===== src/rtl/core/kct_pkg.sv =====
`timescale 1ns / 1ps
// -----------------------------------------------------------------------------
// kct_pkg
// Types and constants shared by the keyed cooldown table core.
// -----------------------------------------------------------------------------
package kct_pkg;

  localparam int KEY_W           = 48;
  localparam int STAMP_W         = 32;
  localparam int COOL_W          = 16;
  localparam int ACT_W           = 2;
  localparam int ENTRY_W         = KEY_W + STAMP_W;
  localparam int DEF_TABLE_SLOTS = 24;

  localparam logic [STAMP_W-1:0] MS_PER_SEC = STAMP_W'(1000);

  // Action codes carried by an input item.
  localparam logic [ACT_W-1:0] ACT_QUERY  = 2'd0;
  localparam logic [ACT_W-1:0] ACT_RECORD = 2'd1;
  localparam logic [ACT_W-1:0] ACT_CLEAR  = 2'd2;

  typedef struct packed {
    logic [ACT_W-1:0]   action;
    logic [KEY_W-1:0]   key;
    logic [STAMP_W-1:0] now_ms;
  } kct_in_t;

  typedef struct packed {
    logic in_cooldown;
    logic stored;
  } kct_out_t;

endpackage


===== src/rtl/core/keyed_cooldown_table_core.sv =====
`timescale 1ns / 1ps
// Sequence: a query or record scans the entries in order up to a hit or the last
// entry; a record then writes if it has a slot. A clear or an unused action code
// goes straight to the result. Throughput: one item at a time, scanned one entry per
// cycle; the input opens again in the cycle after the result moves out.
// Reset: valid marks and the cooldown register clear at once; no clearing pass,
// and RAM contents stay undefined until written.
// -----------------------------------------------------------------------------
// keyed_cooldown_table_core
// Per-key cooldown table: configuration register, scan sequencer, result stage.
// -----------------------------------------------------------------------------
module keyed_cooldown_table_core #(
  parameter int TABLE_SLOTS = kct_pkg::DEF_TABLE_SLOTS
) (
  input  logic                        clk,
  input  logic                        rst_n,
  input  logic                        in_valid,
  output logic                        in_stall,
  input  kct_pkg::kct_in_t            in_item,
  output logic                        out_valid,
  input  logic                        out_stall,
  output kct_pkg::kct_out_t           out_item,
  input  logic                        cfg_valid,
  output logic                        cfg_ready,
  input  logic [kct_pkg::COOL_W-1:0]  cfg_data
);

  import kct_pkg::*;

  logic [COOL_W-1:0]  cooldown_r;
  logic [STAMP_W-1:0] limit_r;
  logic               out_valid_r, out_valid_nxt;
  kct_out_t           out_item_r,  out_item_nxt;
  logic               res_valid;
  logic               res_ready;
  kct_out_t           res;

  // The register can always take a write.
  assign cfg_ready = 1'b1;

  // Cooldown register and its limit in milliseconds.
  always_ff @(posedge clk) begin
    if (!rst_n) begin
      cooldown_r <= '0;
      limit_r    <= '0;
    end else begin
      if (cfg_valid && cfg_ready) begin
        cooldown_r <= cfg_data;
      end
      limit_r <= STAMP_W'(cooldown_r) * MS_PER_SEC;
    end
  end

  kct_scan #(
    .TABLE_SLOTS (TABLE_SLOTS)
  ) u_scan (
    .clk        (clk),
    .rst_n      (rst_n),
    .item_valid (in_valid),
    .item_stall (in_stall),
    .item       (in_item),
    .limit      (limit_r),
    .res_valid  (res_valid),
    .res_ready  (res_ready),
    .res        (res)
  );

  // Output register: takes a new result once the held one is gone.
  assign res_ready = !out_valid_r || !out_stall;

  always_comb begin
    out_valid_nxt = out_valid_r;
    out_item_nxt  = out_item_r;
    if (res_ready) begin
      out_valid_nxt = res_valid;
      if (res_valid) begin
        out_item_nxt = res;
      end
    end
  end

  always_ff @(posedge clk) begin
    if (!rst_n) begin
      out_valid_r <= 1'b0;
    end else begin
      out_valid_r <= out_valid_nxt;
    end
  end

  always_ff @(posedge clk) begin
    out_item_r <= out_item_nxt;
  end

  assign out_valid = out_valid_r;
  assign out_item  = out_item_r;

endmodule


===== src/rtl/core/kct_ram.sv =====
`timescale 1ns / 1ps
// -----------------------------------------------------------------------------
// kct_ram
// Generic single-write, single-read synchronous RAM with a registered read.
// -----------------------------------------------------------------------------
module kct_ram #(
  parameter int WIDTH = 8,
  parameter int DEPTH = 16
) (
  input  logic                                      clk,
  input  logic                                      we,
  input  logic [((DEPTH > 1) ? $clog2(DEPTH) : 1)-1:0] waddr,
  input  logic [WIDTH-1:0]                          wdata,
  input  logic                                      re,
  input  logic [((DEPTH > 1) ? $clog2(DEPTH) : 1)-1:0] raddr,
  output logic [WIDTH-1:0]                          rdata
);

  logic [WIDTH-1:0] mem [DEPTH];
  logic [WIDTH-1:0] rdata_r;

  // Write port.
  always_ff @(posedge clk) begin
    if (we) begin
      mem[waddr] <= wdata;
    end
  end

  // Registered read port.
  always_ff @(posedge clk) begin
    if (re) begin
      rdata_r <= mem[raddr];
    end
  end

  assign rdata = rdata_r;

endmodule


===== src/rtl/core/kct_scan.sv =====
`timescale 1ns / 1ps
// -----------------------------------------------------------------------------
// kct_scan
// Sequencer that walks the entry RAM one entry a cycle and, for a record, then updates it.
// -----------------------------------------------------------------------------
module kct_scan #(
  parameter int TABLE_SLOTS = kct_pkg::DEF_TABLE_SLOTS
) (
  input  logic                         clk,
  input  logic                         rst_n,
  input  logic                         item_valid,
  output logic                         item_stall,
  input  kct_pkg::kct_in_t             item,
  input  logic [kct_pkg::STAMP_W-1:0]  limit,
  output logic                         res_valid,
  input  logic                         res_ready,
  output kct_pkg::kct_out_t            res
);

  import kct_pkg::*;

  localparam int IDX_W = (TABLE_SLOTS > 1) ? $clog2(TABLE_SLOTS) : 1;
  localparam logic [IDX_W-1:0] LAST_IDX = IDX_W'(TABLE_SLOTS - 1);

  typedef enum logic [1:0] {
    ST_IDLE,
    ST_SCAN,
    ST_WRITE,
    ST_DONE
  } state_t;

  state_t                 state_r,      state_nxt;
  logic [TABLE_SLOTS-1:0] valid_r,      valid_nxt;
  logic                   cmp_vld_r,    cmp_vld_nxt;
  logic                   free_found_r, free_found_nxt;
  logic                   hot_r,        hot_nxt;
  logic                   ok_r,         ok_nxt;
  logic [IDX_W-1:0]       rd_idx_r,     rd_idx_nxt;
  logic [IDX_W-1:0]       cmp_idx_r,    cmp_idx_nxt;
  logic [IDX_W-1:0]       free_idx_r,   free_idx_nxt;
  logic [IDX_W-1:0]       wr_idx_r,     wr_idx_nxt;
  logic [ACT_W-1:0]       act_r,        act_nxt;
  logic [KEY_W-1:0]       key_r,        key_nxt;
  logic [STAMP_W-1:0]     now_r,        now_nxt;

  logic                   ram_we;
  logic                   ram_re;
  logic [ENTRY_W-1:0]     ram_wdata;
  logic [ENTRY_W-1:0]     ram_rdata;
  logic [KEY_W-1:0]       ent_key;
  logic [STAMP_W-1:0]     ent_stamp;
  logic [STAMP_W-1:0]     age;
  logic                   ent_valid;
  logic                   hit;
  logic                   last;

  // Key and stamp of every entry live in one RAM word.
  kct_ram #(
    .WIDTH (ENTRY_W),
    .DEPTH (TABLE_SLOTS)
  ) u_ram (
    .clk   (clk),
    .we    (ram_we),
    .waddr (wr_idx_r),
    .wdata (ram_wdata),
    .re    (ram_re),
    .raddr (rd_idx_r),
    .rdata (ram_rdata)
  );

  // Compare the entry read in the previous cycle with the item's key.
  assign ent_key   = ram_rdata[ENTRY_W-1 -: KEY_W];
  assign ent_stamp = ram_rdata[STAMP_W-1:0];
  assign ent_valid = valid_r[cmp_idx_r];
  assign hit       = ent_valid && (ent_key == key_r);
  assign age       = now_r - ent_stamp;
  assign last      = (cmp_idx_r == LAST_IDX);

  assign ram_re    = (state_r == ST_SCAN);
  assign ram_we    = (state_r == ST_WRITE);
  assign ram_wdata = {key_r, now_r};

  assign item_stall = (state_r != ST_IDLE);
  assign res_valid  = (state_r == ST_DONE);
  assign res        = '{in_cooldown: hot_r, stored: ok_r};

  // Next-state logic of the sequencer.
  always_comb begin
    state_nxt      = state_r;
    valid_nxt      = valid_r;
    cmp_vld_nxt    = cmp_vld_r;
    free_found_nxt = free_found_r;
    hot_nxt        = hot_r;
    ok_nxt         = ok_r;
    rd_idx_nxt     = rd_idx_r;
    cmp_idx_nxt    = cmp_idx_r;
    free_idx_nxt   = free_idx_r;
    wr_idx_nxt     = wr_idx_r;
    act_nxt        = act_r;
    key_nxt        = key_r;
    now_nxt        = now_r;

    case (state_r)
      ST_IDLE: begin
        if (item_valid) begin
          act_nxt        = item.action;
          key_nxt        = item.key;
          now_nxt        = item.now_ms;
          rd_idx_nxt     = '0;
          cmp_vld_nxt    = 1'b0;
          free_found_nxt = 1'b0;
          hot_nxt        = 1'b0;
          ok_nxt         = 1'b0;
          case (item.action)
            ACT_QUERY, ACT_RECORD: begin
              state_nxt = ST_SCAN;
            end
            ACT_CLEAR: begin
              valid_nxt = '0;
              state_nxt = ST_DONE;
            end
            default: begin
              state_nxt = ST_DONE;
            end
          endcase
        end
      end

      ST_SCAN: begin
        // Issue the next read while the previous entry is compared.
        cmp_vld_nxt = 1'b1;
        cmp_idx_nxt = rd_idx_r;
        if (rd_idx_r != LAST_IDX) begin
          rd_idx_nxt = rd_idx_r + 1'b1;
        end
        if (cmp_vld_r) begin
          if (act_r == ACT_QUERY) begin
            if (hit) begin
              hot_nxt   = (age < limit);
              state_nxt = ST_DONE;
            end else if (last) begin
              state_nxt = ST_DONE;
            end
          end else begin
            // Record: a match wins, otherwise the lowest free entry.
            if (hit) begin
              wr_idx_nxt = cmp_idx_r;
              state_nxt  = ST_WRITE;
            end else begin
              if (!ent_valid && !free_found_r) begin
                free_found_nxt = 1'b1;
                free_idx_nxt   = cmp_idx_r;
              end
              if (last) begin
                if (free_found_r) begin
                  wr_idx_nxt = free_idx_r;
                  state_nxt  = ST_WRITE;
                end else if (!ent_valid) begin
                  wr_idx_nxt = cmp_idx_r;
                  state_nxt  = ST_WRITE;
                end else begin
                  state_nxt = ST_DONE;
                end
              end
            end
          end
        end
      end

      ST_WRITE: begin
        valid_nxt[wr_idx_r] = 1'b1;
        ok_nxt              = 1'b1;
        state_nxt           = ST_DONE;
      end

      ST_DONE: begin
        if (res_ready) begin
          state_nxt = ST_IDLE;
        end
      end

      default: begin
        state_nxt = ST_IDLE;
      end
    endcase
  end

  // State and registered result flags.
  always_ff @(posedge clk) begin
    if (!rst_n) begin
      state_r      <= ST_IDLE;
      valid_r      <= '0;
      cmp_vld_r    <= 1'b0;
      free_found_r <= 1'b0;
      hot_r        <= 1'b0;
      ok_r         <= 1'b0;
    end else begin
      state_r      <= state_nxt;
      valid_r      <= valid_nxt;
      cmp_vld_r    <= cmp_vld_nxt;
      free_found_r <= free_found_nxt;
      hot_r        <= hot_nxt;
      ok_r         <= ok_nxt;
    end
  end

  // Item payload and scan indexes need no reset.
  always_ff @(posedge clk) begin
    rd_idx_r   <= rd_idx_nxt;
    cmp_idx_r  <= cmp_idx_nxt;
    free_idx_r <= free_idx_nxt;
    wr_idx_r   <= wr_idx_nxt;
    act_r      <= act_nxt;
    key_r      <= key_nxt;
    now_r      <= now_nxt;
  end

endmodule


===== config.mk =====
export PLATFORM = sky130hd
export DESIGN_NAME = keyed_cooldown_table_core
export DESIGN_NICKNAME = d
export VERILOG_FILES = /design/src/rtl/core/kct_pkg.sv /design/src/rtl/core/keyed_cooldown_table_core.sv /design/src/rtl/core/kct_ram.sv /design/src/rtl/core/kct_scan.sv
export SDC_FILE = /design/constraint.sdc
export NUM_CORES = 2
export LEC_CHECK = 0
export BUFFER_PORTS_ARGS = -buffer_cell sky130_fd_sc_hd__buf_2
export CORE_ASPECT_RATIO = 0.75
export CORE_MARGIN = 1
export CORE_UTILIZATION = 50
export DETAILED_ROUTE_END_ITERATION = 8
export GPL_ROUTABILITY_DRIVEN = 0
export PLACE_DENSITY_LB_ADDON = 0.25
export SETUP_SLACK_MARGIN = 0.2
export SLEW_MARGIN = 20
export SYNTH_ARGS = -nofsm -noshare
export SYNTH_HDL_FRONTEND = slang
export SYNTH_SLANG_ARGS = --single-unit
export TNS_END_PERCENT = 10

===== constraint.sdc =====
create_clock -name clk -period 6.6 [get_ports clk]
set_input_delay 0.66 -clock clk [delete_from_list [all_inputs] [get_ports clk]]
set_output_delay 0.66 -clock clk [all_outputs]
set_load 0.005 [all_outputs]

==> results.md <==
- Mapped Area: 0.0860 mm^2
- Top-area cell type share of the netlist area: 73.5%
- DR vias: 40772
- PostCTS Resize Cnt: 0
- RR Startpoint: u_scan.now_r[7]
- Crit-path max FO: 25
- Ports: 108
- Worst path cell trace: ha_1, a21oi_1, o22ai_1, a311oi_1, nor4_1, a211oi_1, o21bai_1, a21oi_1, xnor2_1, ha_1, nand2_1, o21ai_0, or4b_2, a21oi_1, o21ai_0, nor4_2, o211ai_1, o31ai_2
- Worst path slowest cell: edfxtp_1
- Unrepaired setup endpoints after global routing: false
- Top_reg_cell synth: edfxtp_1
- Leak: 31.0 nW
- Power Dens Cells: 401 mW/mm^2
- Detailed Route Iter0 Violations: 5149
- Flop and latch count out of synthesis: 2174
- Req. time, crit path: 7.34 ns
- DPL Wire Length: 94300 um
- Sequential cell area: 0.0646 mm^2
- Status: finished clean
- I/O Buffers: 106
- Worst-margin pin slew: 1.10 ns
- Final TNS setup: 0 ns
- Syn avg cell area: 21.4 um^2
- Num CTS Buffers: 201
- Relative slew slack: 26.4%
- Fin. max-slew vios: 0
- Synth cell count leaders: edfxtp_1, mux4_2, nor2_1
- Number of global-route vias before repair: 40664
- Ys Warns: 0
- Synth async-reset ratio: 0%
- Core ar.: 0.170 mm^2
- Clock Tree Buf Depth: 3
- Critical R2R Capture: u_scan.hot_r
- Worst skew pair latency: 0.83 ns
- Data arrival, critical path: 6.27 ns
- CP Class: reg -> reg
- Mapped Nets: 4282
- DR WL/cell: 29.6 um
- Fillers: 12481
- CTS tree: built
- CP startpoint kind: flop
- Mapped Cells: 4014
- Layout cells sized above 1: 23.9%
- Fin crit share: 83.7%
- R2r setup slk: 1.08 ns
- Most common cell in the netlist: edfxtp_1
- Post-synth EDFFs: 2104
- CP max stage delay: 0.82 ns
- Hold Path Stages: 1
- Hold Path End: u_scan.key_r[36]
- Net count, final: 4544
- CP top delay family: compound AO/OA/AOI/OAI gates
- Post-route DRC: 0
- Setup WS post-layout: 1.08 ns
- CTS sink count: 2174
- Setup Skew: 0.0359 ns
- Synth unique cells: 68
- Syn-to-layout area delta: 12.3%
- Clock slew at reported path FFs: 0.06 ns
- Die Ht: 361 um
- Initial antenna violation count: 5
- Synth area leaders: edfxtp_1, mux4_2, dfxtp_1
- Final hold vios: 0
- Width of the die: 481 um
- Top cell by count, worst path: a21oi_1
- Multi-input logic area: 0.0204 mm^2
- Crit end category: flop
- ANT nets after route: 0
- Largest net degree at the start of global routing: 163
- Via density per instance: 6.08
- CTS root buffer: clkbuf_16
- Seq/Total Area, Yosys: 75.1%
- HP Class: in -> reg
- Cell taking the most area after synthesis: edfxtp_1
- Final period demand of the worst path: 5.52 ns
- Min-delay src: in_item[68]
- Postcts setup bufs: 0
- # hold bufs at CTS: 52
- Setup-failing EPs final: 0
- H-tree depth: 4
- Global route overflow: 0
- First-pass GRT wire length: 287000 um
- Num rows: 131
- Drt pass-1 iters: 6
- Worst Path Buf+Inv: 0
- Die area: 0.174 mm^2
- MaxCap Viol Count: 0
- Routed WL: 198000 um
- Starting Density: 50.4%
- Peak Freq: 0.181 GHz
- R2R depth: 18
- Place WS: 1.17 ns
- GRT Total Usage: 23.1%
- Peak VDD IR: 0.000438 V
## worst register-to-register path, cell delays in order, from the launching register on
cell	delay (ns)
edfxtp_1	0.82
ha_1	0.41
a21oi_1	0.20
o22ai_1	0.10
a311oi_1	0.55
nor4_1	0.25
a211oi_1	0.59
o21bai_1	0.26
a21oi_1	0.23
xnor2_1	0.14
ha_1	0.27
nand2_1	0.07
o21ai_0	0.07
or4b_2	0.62
a21oi_1	0.13
o21ai_0	0.14
nor4_2	0.27
o211ai_1	0.13
o31ai_2	0.20
## through the flow
stage          cell area [um^2]  util [%]  power (mW)  instances  hold slack [ns]
3_5_place_dp              89800      52.7        27.9       6282            0.439
4_1_cts                   96600      56.7        39.0       6703          0.00139
5_1_grt                   96600      56.7        40.3       6705          0.00351
2_1_floorplan             86000         -        24.9       4014            0.408
6_report                  96600      56.7        38.7       6706           0.0449
3_3_place_gp              89800      52.7        27.8       6282            0.433
## metal layers
metal	wire length (um)	vias up	share of wire [%]	GRT usage [%]
met4	3150	2	1.6	4.58
met5	13	-	0.0065	0
li1	-	17013	-	-
met3	16400	234	8.3	4.75
met1	86600	21856	44	34.9
met2	92300	1667	47	35.1
## worst max path at each step
stage | start | to | slack [ns] | depth (start not counted)
2_1_floorplan | u_scan.state_r[0] | u_scan.u_ram.mem[20][0] | 1.47 | 6
3_3_place_gp | u_scan.now_r[7] | u_scan.hot_r | 1.23 | 18
3_5_place_dp | u_scan.now_r[7] | u_scan.hot_r | 1.17 | 18
4_1_cts | u_scan.now_r[7] | u_scan.hot_r | 1.15 | 18
5_1_grt | u_scan.now_r[7] | u_scan.hot_r | 0.68 | 18
6_report | u_scan.now_r[7] | u_scan.hot_r | 1.08 | 18
## power breakdown
part	leakage, nW	switching [mW]	internal, mW
clock	3.05	4.99	6.13
sequential	19.6	0.788	16.6
combinational	8.36	5.47	4.72
total	31.0	11.3	27.4
## area by class of cell
class                           instances  share of cell area [%]
Sequential cell                      2174                    66.9
Multi-Input combinational cell       1520                    21.1
Clock buffer                          257                    5.56
Tap cell                             2261                    2.93
Timing Repair Buffer                  232                    2.09
Clock inverter                        112                   0.885
Inverter                              147                   0.576
Antenna cell                            3                 0.00777
## logic make-up (layout without fill, tap and decap cells)
logic type / Yosys count / count (layout) / synth area share [%]
flops: 2174 / 2174 / 75.1
mux: 672 / 672 / 16.1
simple gates: 349 / 349 / 1.93
buf+inv: 320 / 748 / 1.44
compound gates: 251 / 251 / 1.74
fa+ha+maj: 165 / 165 / 2.87
xor+xnor: 82 / 82 / 0.835
other cells: 1 / 4 / 0.00436
## layout by cell type (no fill, tap or decap), drive strengths merged, types with 8 or more instances in the layout
| cell type | instances |
|---|---|
| edfxtp | 2104 |
| mux4 | 566 |
| clkbuf | 257 |
| nor2 | 183 |
| buf | 180 |
| inv | 152 |
| a21oi | 140 |
| ha | 111 |
| mux2i | 101 |
| clkinv | 93 |
| dfxtp | 70 |
| xnor2 | 68 |
| fa | 54 |
| dlygate4sd3 | 52 |
| nand2 | 35 |
| o21ai | 27 |
| a21o | 21 |
| nor3 | 20 |
| nand4 | 16 |
| and3 | 14 |
| and2 | 14 |
| xor2 | 14 |
| nor2b | 11 |
| nand3 | 11 |
| bufinv | 10 |
| a211oi | 9 |
| o21a | 9 |
| nor4 | 9 |
| nand2b | 8 |
## state kept, by name, summed over array words and instances, names as in the netlist, 16 cells and up
| register | cells |
|---|---|
| limit_r | 23 |
| u_scan.now_r | 32 |
| u_scan.u_ram.rdata | 80 |
| u_scan.u_ram.mem | 1920 |
| u_scan.key_r | 48 |
| cooldown_r | 16 |
| u_scan.valid_r | 24 |
Power figures use the tool's default switching activity.
